===== src/rtl/core/marker_framed_packet_deframer_unit_defines.svh =====
// ----------------------------------------------------------------------------
// marker_framed_packet_deframer_unit_defines
// assertion macros shared by the deframer rtl
// ----------------------------------------------------------------------------
`ifndef MARKER_FRAMED_PACKET_DEFRAMER_UNIT_DEFINES_SVH
`define MARKER_FRAMED_PACKET_DEFRAMER_UNIT_DEFINES_SVH

// same-cycle implication, sampled on clk, off while rst_n is low
`define MFPD_ASSERT_NOW(lbl, ante, cons, msg) \
  lbl: assert property (@(posedge clk) disable iff (!rst_n) (ante) |-> (cons)) \
    else $error(msg);

// next-cycle implication, sampled on clk, off while rst_n is low
`define MFPD_ASSERT_NEXT(lbl, ante, cons, msg) \
  lbl: assert property (@(posedge clk) disable iff (!rst_n) (ante) |=> (cons)) \
    else $error(msg);

`endif


===== src/rtl/core/mfpd_pkg.sv =====
// ----------------------------------------------------------------------------
// mfpd_pkg
// shared constants, register codes and control types of the deframer
// ----------------------------------------------------------------------------
package mfpd_pkg;

  localparam int FRAME_BYTES_DEF = 16;
  localparam int BYTE_W          = 8;
  localparam int POS_W           = 4;
  localparam int OUT_TDATA_W     = 16;
  localparam int CFG_IDX_W       = 1;

  localparam logic [BYTE_W-1:0] START_MARKER_RST = 8'h02;
  localparam logic [BYTE_W-1:0] END_MARKER_RST   = 8'h03;

  typedef enum logic [CFG_IDX_W-1:0] {
    REG_START_MARKER = 1'b0,
    REG_END_MARKER   = 1'b1
  } cfg_reg_t;

  // controller to datapath
  typedef struct packed {
    logic take;       // input item accepted this cycle
    logic rd_start;   // rewind replay pointer
    logic rd_issue;   // read frame store at replay pointer
    logic rd_next;    // advance replay pointer
    logic load_data;  // put read byte into output register
    logic load_err;   // put error item into output register
  } mfpd_cmd_t;

  // datapath to controller
  typedef struct packed {
    logic close;      // current input byte closes a frame
    logic frame_ok;   // length and checksum of the closing frame pass
    logic rd_last;    // replay pointer is on the closing byte
    logic out_free;   // output register can be loaded this cycle
  } mfpd_sts_t;

endpackage


===== src/rtl/core/mfpd_ctrl.sv =====
// ----------------------------------------------------------------------------
// mfpd_ctrl
// sequencer: byte intake, frame replay and error item issue
// ----------------------------------------------------------------------------
`include "marker_framed_packet_deframer_unit_defines.svh"

module mfpd_ctrl (
  input  logic               clk,
  input  logic               rst_n,
  input  logic               in_tvalid,
  output logic               in_tready,
  input  mfpd_pkg::mfpd_sts_t sts,
  output mfpd_pkg::mfpd_cmd_t cmd
);
  import mfpd_pkg::*;

  typedef enum logic [3:0] {
    S_RX   = 4'b0001,
    S_READ = 4'b0010,
    S_LOAD = 4'b0100,
    S_ERR  = 4'b1000
  } state_t;

  state_t state_r, state_nxt;
  logic   take;

  assign in_tready = (state_r == S_RX);
  assign take      = in_tvalid && in_tready;

  always_comb begin
    state_nxt = state_r;
    cmd       = '0;
    cmd.take  = take;
    unique case (state_r)
      S_RX: begin
        if (take && sts.close) begin
          cmd.rd_start = 1'b1;
          state_nxt    = sts.frame_ok ? S_READ : S_ERR;
        end
      end
      S_READ: begin
        cmd.rd_issue = 1'b1;
        state_nxt    = S_LOAD;
      end
      S_LOAD: begin
        if (sts.out_free) begin
          cmd.load_data = 1'b1;
          if (sts.rd_last) begin
            state_nxt = S_RX;
          end else begin
            cmd.rd_next = 1'b1;
            state_nxt   = S_READ;
          end
        end
      end
      S_ERR: begin
        if (sts.out_free) begin
          cmd.load_err = 1'b1;
          state_nxt    = S_RX;
        end
      end
      default: state_nxt = S_RX;
    endcase
  end

  always_ff @(posedge clk) begin
    if (!rst_n) begin
      state_r <= S_RX;
    end else begin
      state_r <= state_nxt;
    end
  end

  `MFPD_ASSERT_NEXT(a_close_leaves_rx, take && sts.close, state_r == S_READ || state_r == S_ERR, "closing byte did not start replay or error issue")
  `MFPD_ASSERT_NOW(a_load_when_free, cmd.load_data || cmd.load_err, sts.out_free, "output register loaded while still occupied")

endmodule


===== src/rtl/core/mfpd_datapath.sv =====
// ----------------------------------------------------------------------------
// mfpd_datapath
// marker registers, frame store, fill and parity tracking, output register
// ----------------------------------------------------------------------------
`include "marker_framed_packet_deframer_unit_defines.svh"

module mfpd_datapath #(
  parameter int FRAME_BYTES = mfpd_pkg::FRAME_BYTES_DEF
) (
  input  logic                             clk,
  input  logic                             rst_n,
  input  logic [mfpd_pkg::BYTE_W-1:0]      in_byte,
  input  logic                             cfg_we,
  input  mfpd_pkg::cfg_reg_t               cfg_reg,
  input  logic [mfpd_pkg::BYTE_W-1:0]      cfg_wdata,
  input  logic                             out_tready,
  output logic                             out_tvalid,
  output logic [mfpd_pkg::BYTE_W-1:0]      out_byte,
  output logic [mfpd_pkg::POS_W-1:0]       out_pos,
  output logic                             out_last,
  output logic                             out_status,
  input  mfpd_pkg::mfpd_cmd_t              cmd,
  output mfpd_pkg::mfpd_sts_t              sts
);
  import mfpd_pkg::*;

  localparam int AW = $clog2(FRAME_BYTES);
  localparam logic [AW-1:0] LAST_POS = AW'(FRAME_BYTES - 1);
  localparam logic [AW-1:0] MIN_FILL = AW'(2);

  logic [BYTE_W-1:0] start_marker_r, end_marker_r;
  logic [BYTE_W-1:0] frame_mem [FRAME_BYTES];
  logic [BYTE_W-1:0] rdata_r;
  logic [BYTE_W-1:0] parity_r;
  logic [AW-1:0]     fill_r, last_idx_r, rd_idx_r, wr_addr;
  logic              collecting_r;
  logic              is_start, close, mem_we;

  logic              out_valid_r, out_last_r, out_status_r;
  logic [BYTE_W-1:0] out_byte_r;
  logic [POS_W-1:0]  out_pos_r;

  // start marker wins over end marker and over a full buffer
  assign is_start = (in_byte == start_marker_r);
  assign close    = collecting_r && !is_start &&
                    ((in_byte == end_marker_r) || (fill_r == LAST_POS));
  assign wr_addr  = is_start ? '0 : fill_r;
  assign mem_we   = cmd.take && (is_start || collecting_r);

  assign sts.close    = close;
  // parity covers bytes 1..L-2, zero exactly when the checksum matches
  assign sts.frame_ok = (fill_r >= MIN_FILL) && (parity_r == '0);
  assign sts.rd_last  = (rd_idx_r == last_idx_r);
  assign sts.out_free = !out_valid_r || out_tready;

  always_ff @(posedge clk) begin
    if (!rst_n) begin
      start_marker_r <= START_MARKER_RST;
      end_marker_r   <= END_MARKER_RST;
    end else if (cfg_we) begin
      unique case (cfg_reg)
        REG_START_MARKER: start_marker_r <= cfg_wdata;
        REG_END_MARKER:   end_marker_r   <= cfg_wdata;
        default: ;
      endcase
    end
  end

  always_ff @(posedge clk) begin
    if (mem_we) begin
      frame_mem[wr_addr] <= in_byte;
    end
    if (cmd.rd_issue) begin
      rdata_r <= frame_mem[rd_idx_r];
    end
  end

  always_ff @(posedge clk) begin
    if (!rst_n) begin
      fill_r       <= '0;
      collecting_r <= 1'b0;
      parity_r     <= '0;
      last_idx_r   <= '0;
    end else if (cmd.take) begin
      if (is_start) begin
        fill_r       <= AW'(1);
        collecting_r <= 1'b1;
        parity_r     <= '0;
      end else if (close) begin
        last_idx_r   <= fill_r;
        fill_r       <= '0;
        collecting_r <= 1'b0;
        parity_r     <= '0;
      end else if (collecting_r) begin
        fill_r   <= fill_r + AW'(1);
        parity_r <= parity_r ^ in_byte;
      end
    end
  end

  always_ff @(posedge clk) begin
    if (!rst_n) begin
      rd_idx_r <= '0;
    end else if (cmd.rd_start) begin
      rd_idx_r <= '0;
    end else if (cmd.rd_next) begin
      rd_idx_r <= rd_idx_r + AW'(1);
    end
  end

  always_ff @(posedge clk) begin
    if (!rst_n) begin
      out_valid_r <= 1'b0;
    end else if (cmd.load_data || cmd.load_err) begin
      out_valid_r <= 1'b1;
    end else if (out_tready) begin
      out_valid_r <= 1'b0;
    end
  end

  always_ff @(posedge clk) begin
    if (cmd.load_data) begin
      out_byte_r   <= rdata_r;
      out_pos_r    <= POS_W'(rd_idx_r);
      out_last_r   <= sts.rd_last;
      out_status_r <= 1'b0;
    end else if (cmd.load_err) begin
      out_byte_r   <= '0;
      out_pos_r    <= '0;
      out_last_r   <= 1'b1;
      out_status_r <= 1'b1;
    end
  end

  assign out_tvalid = out_valid_r;
  assign out_byte   = out_byte_r;
  assign out_pos    = out_pos_r;
  assign out_last   = out_last_r;
  assign out_status = out_status_r;

  `MFPD_ASSERT_NOW(a_idle_fill_zero, !collecting_r, fill_r == '0, "fill count not zero while idle")
  `MFPD_ASSERT_NEXT(a_start_restarts, cmd.take && is_start, collecting_r && fill_r == AW'(1), "start marker did not restart collection")

endmodule


===== src/rtl/core/marker_framed_packet_deframer_unit.sv =====
// ----------------------------------------------------------------------------
// marker_framed_packet_deframer_unit
// byte stream deframer with start/end markers and xor checksum
// ----------------------------------------------------------------------------
// Takes one received byte per cycle while not replaying. A start-marker byte
// (re)opens a frame; the frame closes on the end marker or on the byte that
// fills the last store position. A closed frame of length L passes when L is
// at least 3 and the xor of bytes 1..L-3 equals byte L-2; it is then replayed
// from the frame store as L items, with tlast on the final one and tuser low.
// A failing frame gives a single item with tuser high, tlast high and zero
// data. After a closing byte, in_tready stays low until the replay is done:
// on a good frame each byte needs one frame store read and one output
// register load, a failing one needs only the error item load, and any
// output side stall holds it longer. The output register lets the next
// byte be taken while a finished item still waits.
module marker_framed_packet_deframer_unit #(
  parameter int FRAME_BYTES = mfpd_pkg::FRAME_BYTES_DEF
) (
  input  logic                                 clk,
  input  logic                                 rst_n,
  // input stream
  input  logic                                 in_tvalid,
  output logic                                 in_tready,
  input  logic [mfpd_pkg::BYTE_W-1:0]          in_tdata,   // [7:0] rx_byte
  // result stream
  output logic                                 out_tvalid,
  input  logic                                 out_tready,
  output logic [mfpd_pkg::OUT_TDATA_W-1:0]     out_tdata,  // [7:0] frame_byte,
                                                           // [11:8] byte_position
  output logic                                 out_tlast,  // last
  output logic                                 out_tuser,  // [0] status
  // configuration writes
  input  logic                                 cfg_valid,
  output logic                                 cfg_ready,
  input  logic [mfpd_pkg::CFG_IDX_W-1:0]       cfg_index,
  input  logic [mfpd_pkg::BYTE_W-1:0]          cfg_data
);
  import mfpd_pkg::*;

  mfpd_cmd_t         cmd;
  mfpd_sts_t         sts;
  logic [BYTE_W-1:0] out_byte;
  logic [POS_W-1:0]  out_pos;

  assign cfg_ready = 1'b1;

  mfpd_ctrl u_ctrl (
    .clk       (clk),
    .rst_n     (rst_n),
    .in_tvalid (in_tvalid),
    .in_tready (in_tready),
    .sts       (sts),
    .cmd       (cmd)
  );

  mfpd_datapath #(
    .FRAME_BYTES (FRAME_BYTES)
  ) u_datapath (
    .clk        (clk),
    .rst_n      (rst_n),
    .in_byte    (in_tdata),
    .cfg_we     (cfg_valid && cfg_ready),
    .cfg_reg    (cfg_reg_t'(cfg_index)),
    .cfg_wdata  (cfg_data),
    .out_tready (out_tready),
    .out_tvalid (out_tvalid),
    .out_byte   (out_byte),
    .out_pos    (out_pos),
    .out_last   (out_tlast),
    .out_status (out_tuser),
    .cmd        (cmd),
    .sts        (sts)
  );

  assign out_tdata = {(OUT_TDATA_W - BYTE_W - POS_W)'(0), out_pos, out_byte};

endmodule


===== config.mk =====
export PLATFORM = sky130hd
export DESIGN_NAME = marker_framed_packet_deframer_unit
export DESIGN_NICKNAME = d
export VERILOG_FILES = /design/src/rtl/core/mfpd_pkg.sv /design/src/rtl/core/mfpd_ctrl.sv /design/src/rtl/core/mfpd_datapath.sv /design/src/rtl/core/marker_framed_packet_deframer_unit.sv
export VERILOG_INCLUDE_DIRS = /design/src /design/src/rtl/core
export SDC_FILE = /design/constraint.sdc
export NUM_CORES = 1
export LEC_CHECK = 0
export BUFFER_PORTS_ARGS = -buffer_cell sky130_fd_sc_hd__buf_2
export CORE_MARGIN = 2
export CORE_UTILIZATION = 40
export CTS_CLUSTER_DIAMETER = 200
export DETAILED_ROUTE_END_ITERATION = 8
export SLEW_MARGIN = 20
export SYNTH_ARGS = -nofsm -noshare
export SYNTH_HDL_FRONTEND = slang
export SYNTH_SLANG_ARGS = --single-unit

===== constraint.sdc =====
create_clock -name clk -period 7 [get_ports clk]
set_input_delay 0.35 -clock clk [delete_from_list [all_inputs] [get_ports clk]]
set_output_delay 0.35 -clock clk [all_outputs]
set_load 0.01 [all_outputs]

=== Word level (Yosys, flattened, before mapping) ===
Memories as Yosys holds them, arrays and structs flattened. A register that Yosys moved wholly into a read port is not among the register bits.
Index checks and enable logic that the tools add are counted.

* Flip-flop bits (word level): 56
* Latch bits: 0
* Bits in writable memories: 128
* Bits in read-only memories: 0
* Bits of input ports: 22
* Output and inout port bits: 21
* Word-level logic and storage cells: 89
* Memories kept: 1

{| class="wikitable"
|+ Memory list
! name !! words !! bits a word !! rd ports !! clocked after memory_dff !! wr ports !! RTL line !! RTL
|-
| u_datapath.frame_mem || 16 || 8 || 1 || 1 || 1 || mfpd_datapath.sv:32 || <nowiki>logic [BYTE_W-1:0] frame_mem [FRAME_BYTES];</nowiki>
|}

* Add/subtract/negate cells: 2
* Multipliers: 0
* Div/mod/pow operators: 0
* Magnitude comparators: 1
* Eq/ne operators: 11
* Shift-type cells: 0
* Mux-type cells: 33
* Bitwise operators: 4
* Reductions and logical operators: 24

{| class="wikitable"
|+ Operator list
! kind !! count
|-
| $mux W4 || 10
|-
| $mux W8 || 5
|-
| $eq A8 B8 Y1 || 2
|-
| $pmux W4 S4 || 1
|-
| $mux W1 || 14
|-
| $add A4 B1 Y4 const B || 2
|-
| $eq A4 B4 Y1 const B || 2
|-
| $logic_not A8 Y1 || 1
|-
| $reduce_and A2 Y1 || 4
|-
| $xor A8 B8 Y8 || 1
|-
| $logic_and A1 B1 Y1 || 6
|-
| $mux W2 || 3
|-
| $ne A2 B2 Y1 const B || 3
|-
| $reduce_and A3 Y1 || 2
|-
| $reduce_bool A2 Y1 || 3
|-
| $eq A4 B1 Y1 const B || 1
|-
| $eq A4 B2 Y1 const B || 1
|-
| $eq A4 B3 Y1 const B || 1
|-
| $eq A4 B4 Y1 || 1
|-
| $ge A4 B2 Y1 const B || 1
|-
| $logic_or A1 B1 Y1 || 4
|-
| $not A1 Y1 || 3
|-
| $reduce_bool A3 Y1 || 1
|-
| $logic_not A1 Y1 || 2
|-
| $reduce_or A2 Y1 || 1
|}

=== Logic depth before layout (Yosys ltp) ===
* Depth in word-level cells: 8
* Depth in mapped cells: 7
* Depth with buffers taken out: 5

=== Cells and area by module ===
A second synthesis with hierarchy kept.

* Cell total of the unflattened synthesis: 511
* Area, all modules: 7866.3 um^2

{| class="wikitable"
|+ Modules (own cells, without submodules)
! module !! times used !! cells an instance !! area an instance (um^2) !! sequential area each (um^2)
|-
| mfpd_datapath || 1 || 468 || 7511.0 || 5255.0
|-
| mfpd_ctrl || 1 || 36 || 310.3 || 80.1
|-
| marker_framed_packet_deframer_unit || 1 || 7 || 45.0 || 0.0
|}

=== Least setup slack after synthesis ===
OpenSTA, ideal clock, no wires.

* Kind: reg2reg
* Start: reg u_ctrl.state_r[2]
* End: mem u_datapath.frame_mem[1][0], enable pin
* Setup time: 0.385 ns
* Arrival: 2.098 ns
* Required time: 6.615 ns
* Slack: 4.516 ns
* Cell stages (with the launch flop): 7
* Path buffers: 1
* Clock period less this slack: 2.484 ns
* Cell sequence: dfxtp_1 -> buf_2 -> nor4b_4 -> and2_4 -> nand2_4 -> nor4_1 -> nor3b_1

* Longest elaborated chain between the ends: 5

{| class="wikitable"
|+ RTL lines
! element !! RTL line !! RTL
|-
| start: declaration || mfpd_ctrl.sv:24 || <nowiki>state_t state_r, state_nxt;</nowiki>
|-
| start signal: assignment || mfpd_ctrl.sv:70 || <nowiki>state_r <= state_nxt;</nowiki>
|-
| $eq A4 B1 Y1 || mfpd_ctrl.sv:27 || <nowiki>assign in_tready = (state_r == S_RX);</nowiki>
|-
| net in_tready || marker_framed_packet_deframer_unit.sv:23 || <nowiki>output logic in_tready,</nowiki>
|-
| $logic_and A1 B1 Y1 || mfpd_ctrl.sv:28 || <nowiki>assign take = in_tvalid && in_tready;</nowiki>
|-
| $logic_and A1 B1 Y1 || mfpd_datapath.sv:48 || <nowiki>assign mem_we = cmd.take && (is_start || collecting_r);</nowiki>
|-
| $mux W1 || mfpd_datapath.sv:70 || <nowiki>if (mem_we) begin</nowiki>
|-
| $mux W1 (not written as such) || mfpd_datapath.sv:71 || <nowiki>frame_mem[wr_addr] <= in_byte;</nowiki>
|-
| end: declaration || mfpd_datapath.sv:32 ||
|}

The timed path passes the listed nets, and every way through them passes these cells.

=== Worst setup path after layout ===
* Start: reg u_ctrl.state_r[3]
* End: mem u_datapath.frame_mem[10][2], enable pin

* Longest elaborated chain between the ends: 5

{| class="wikitable"
|+ RTL lines
! element !! RTL line
|-
| $eq A4 B1 Y1 || mfpd_ctrl.sv:27
|-
| $logic_and A1 B1 Y1 || mfpd_ctrl.sv:28
|-
| $logic_and A1 B1 Y1 || mfpd_datapath.sv:48
|-
| $mux W1 || mfpd_datapath.sv:70
|-
| $mux W1 (not written as such) || mfpd_datapath.sv:71
|}

Every way passes these cells.

==> run_results.csv <==
group,metric,value,unit
yosys,async_flop_share,0,%
layout,layout-drive-gt1-share,24.7,%
yosys,dominantRegCellSynth,"sky130_fd_sc_hd__edfxtp_1",
timing,final_min_period_over_clock_period,41.1,%
floorplan,floorplan.initialDensity,40.5,%
pwr,cellLeakagePower,2.88,nW
grt,track_usage,16.6,%
min_path,hp-class,"in2reg",
route,topRoutingLayerUsed,"met4",
floorplan,placeable_core_region,19300,um^2
route,detailed_route_wirelength_on_metal3,815,um
yosys,synth.avg_cell_area,15.6,um^2
grt,initial_antenna_violation_count,0,
timing,final.setup_skew,0.0149,ns
floorplan,num_rows,51,
route,finalWirelength,16000,um
critical_path,rr_worst_depth,5,
timing,max_freq,347,MHz
critical_path,endpoint_kind,"register",
floorplan,floorplan_die_height,144,um
status,run_status,"completed",
timing,relSlewSlack,33.5,%
yosys,number_of_synthesis_warnings,0,
timing,setup_viol_count_final,0,
layout,final-instance-count-excl-fill,819,
floorplan,die_area,20600,um^2
timing,finalHoldViolations,0,
critical_path,required,7.05,ns
timing,setup_total_negative_slack,0,ns
timing,report.final.slew_viol_count,0,
grt,grt_start_max_net_pins,38,
grt,grt_first_pass_wirelength,24500,um
clock_network,number_of_cts_inserted_buffers,17,
grt,first_global_vias,4209,
layout,flow.area_growth_from_synthesis,13.9,%
placement,port-buffer-count,37,
clock_network,worstSkewPairLatency,0.43,ns
critical_path,path_class,"reg2reg",
min_path,hold_path_cell_cnt,3,
pwr,vdd_ir_drop_max,200,uV
placement,dp_worst_setup_slack,3.99,ns
clock_network,worst_setup_hold_path_clk_slew,0.07,ns
critical_path,timing.critical_path.arrival,2.93,ns
route,detailedRoute.firstPassIterationCount,6,
route,postRouteAntennaNets,0,
yosys,postSynthRegisterBits,192,
clock_network,clock_sinks,192,
clock_network,cts.root.buffer_cell,"sky130_fd_sc_hd__clkbuf_16",
route,drt-met1-wl,7220,um
route,dr_vias,4265,
route,viasPerCell,5.21,
clock_network,number_of_buffers_added_to_fix_hold_violations_after_cts,0,
layout,n_antenna_cell,0,
yosys,syn-instance-count,501,
yosys,synthDistinctLibCells,48,
placement,placed_wire_length_estimate,10200,um
route,wire_per_inst,19.6,um
timing,worst-slew-pin-transition,0.995,ns
floorplan,floorplan.io_pins,43,
flow_run,cap_viol_max_count,0,
clock_network,max_h_tree_level,4,
grt,grt-ovfl-total,0,
floorplan,die_w,144,um
clock_network,post_cts_setup_buffer_count,0,
layout,num-nets-final,566,
pwr,pwr_density_cell,252,nW/um^2
route,first_iter_violations,307,
clock_network,cts_tree,"built",
placement,dpl.cell_count,787,
route,routed_length_on_met2,7730,um
critical_path,timing.critical_path.fanout_max,13,
placement,finalWeightedCongestion,0.818,
clock_network,cts_resized,0,
timing,timing.final.crit_period,2.88,ns
yosys,synth_enable_flop_cells,149,
critical_path,critical_path_start_type,"register",
yosys,synth_sequential_area_ratio,68.4,%
layout,fill_cells,1700,
timing,rsz0062_at_grt,"no",
route,remaining_drc_errors,0,
timing,layout_setup_ws,4.12,ns
yosys,synth.cell_area,7800,um^2
clock_network,cts.path.max_buffers,2,
## registers in the layout, summed over array words and instances, names as in the netlist, 4 cells and up
name / flops
u_datapath.rd_idx_r: 4
u_datapath.out_byte: 8
u_datapath.last_idx_r: 4
u_datapath.end_marker_r: 8
u_datapath.fill_r: 4
u_datapath.rdata_r: 8
u_ctrl.state_r: 4
u_datapath.parity_r: 8
u_datapath.out_pos: 4
u_datapath.frame_mem: 128
u_datapath.start_marker_r: 8
## cells in the mapped netlist (3+ instances only)
cell type / count / share of area, %
sky130_fd_sc_hd__nor2_1: 18 / 0.87
sky130_fd_sc_hd__buf_4: 7 / 0.67
sky130_fd_sc_hd__dfxtp_1: 43 / 11
sky130_fd_sc_hd__clkbuf_1: 14 / 0.67
sky130_fd_sc_hd__and2_1: 14 / 1.1
sky130_fd_sc_hd__edfxtp_1: 149 / 57
sky130_fd_sc_hd__ha_1: 3 / 0.48
sky130_fd_sc_hd__xnor2_1: 4 / 0.45
sky130_fd_sc_hd__nand2b_1: 5 / 0.40
sky130_fd_sc_hd__xor2_1: 20 / 2.2
sky130_fd_sc_hd__nand2_1: 55 / 2.6
sky130_fd_sc_hd__mux2i_1: 5 / 0.64
sky130_fd_sc_hd__or3_1: 9 / 0.72
sky130_fd_sc_hd__nor4_2: 3 / 0.48
sky130_fd_sc_hd__nor3_1: 9 / 0.58
sky130_fd_sc_hd__inv_1: 4 / 0.19
sky130_fd_sc_hd__nand3_1: 7 / 0.45
sky130_fd_sc_hd__nor4_1: 9 / 0.72
sky130_fd_sc_hd__nor2b_1: 5 / 0.40
sky130_fd_sc_hd__o21ai_0: 10 / 0.64
sky130_fd_sc_hd__mux4_2: 40 / 12
sky130_fd_sc_hd__a21oi_1: 30 / 1.9
sky130_fd_sc_hd__buf_2: 10 / 0.64
## area by class of cell
| cell class | instances | area (um^2) | share of cell area, % |
|---|---|---|---|
| clock buffers | 17 | 425 | 4.79 |
| clock inverters | 15 | 171 | 1.93 |
| inverters | 4 | 15.0 | 0.169 |
| multi-input cells | 276 | 2320 | 26.1 |
| flip-flops and latches | 192 | 5340 | 60.1 |
| well taps | 265 | 332 | 3.73 |
| repair buffers | 50 | 283 | 3.18 |
## where the power goes
part           switching (mW)  leakage [nW]  total, mW  internal (mW)
combinational          0.0367         0.915     0.0507         0.0140
sequential            0.00384          1.68       1.23           1.23
clock                   0.450         0.289      0.960          0.510
## critical path: stages (launching register included)
cell                      delay, ns
sky130_fd_sc_hd__dfxtp_1       0.40
sky130_fd_sc_hd__nor4b_4       0.45
sky130_fd_sc_hd__and2_4        0.31
sky130_fd_sc_hd__nand2_4       0.11
sky130_fd_sc_hd__or4b_4        0.52
sky130_fd_sc_hd__nor2_1        0.72
## placed cells by master (no fill, tap or decap), types with 3 or more instances in the layout
cell type / count
sky130_fd_sc_hd__edfxtp_1: 149
sky130_fd_sc_hd__nand2_1: 55
sky130_fd_sc_hd__dfxtp_1: 42
sky130_fd_sc_hd__mux4_2: 40
sky130_fd_sc_hd__buf_2: 37
sky130_fd_sc_hd__a21oi_1: 29
sky130_fd_sc_hd__xor2_1: 20
sky130_fd_sc_hd__nor2_1: 17
sky130_fd_sc_hd__clkbuf_16: 17
sky130_fd_sc_hd__and2_1: 14
sky130_fd_sc_hd__buf_4: 13
sky130_fd_sc_hd__o21ai_0: 10
sky130_fd_sc_hd__nor4_1: 9
sky130_fd_sc_hd__nor3_1: 9
sky130_fd_sc_hd__or3_1: 9
sky130_fd_sc_hd__nand3_1: 7
sky130_fd_sc_hd__inv_6: 6
sky130_fd_sc_hd__nand2b_1: 5
sky130_fd_sc_hd__nor2b_1: 5
sky130_fd_sc_hd__mux2i_1: 5
sky130_fd_sc_hd__conb_1: 5
sky130_fd_sc_hd__xnor2_1: 4
sky130_fd_sc_hd__inv_1: 4
sky130_fd_sc_hd__nor4_2: 3
sky130_fd_sc_hd__ha_1: 3
sky130_fd_sc_hd__clkinv_4: 3
## final timing paths
check                                                 from                     endpoint  slack, ns
worst max-delay path                     u_ctrl.state_r[3]  u_datapath.frame_mem[10][2]       4.12
worst min-delay path                           cfg_data[1]   u_datapath.end_marker_r[1]       0.14
worst max register to register           u_ctrl.state_r[3]  u_datapath.frame_mem[10][2]       4.12
worst min register to register  u_datapath.end_marker_r[7]   u_datapath.end_marker_r[7]       0.47
## kinds of logic (layout without fill, tap and decap cells)
group                      count (synthesis)  after routing  share of synthesized area (%)
AOI/OAI and AO/OA                         52             52                           3.85
xor gates and xnor gates                  24             24                           2.70
adders and majority gates                  3              3                          0.482
buffers and inverters                     36             86                           2.23
DFF                                      192            192                           68.4
muxes                                     45             45                           12.2
other                                      2              5                         0.0963
and+or+nand+nor                          147            147                           10.0
## stage by stage
stage          hold WS (ns)  total power, mW  utilization [%]  instance area [um^2]
6_report              0.144             2.24             46.1                  8880
5_1_grt               0.148             2.31             46.1                  8880
4_1_cts               0.128             2.26             46.0                  8870
3_5_place_dp          0.459             1.31             42.9                  8280
3_3_place_gp          0.456             1.31             42.9                  8270
2_1_floorplan         0.446             1.28                -                  7810
## metal layers
layer  vias to the layer above  GRT usage [%]
met3                        22           3.30
met2                       131           26.4
met5                         -              0
met1                      2130           22.8
li1                       1982              -
met4                         0           5.68
Note: power is estimated with default switching activity, not from simulation.
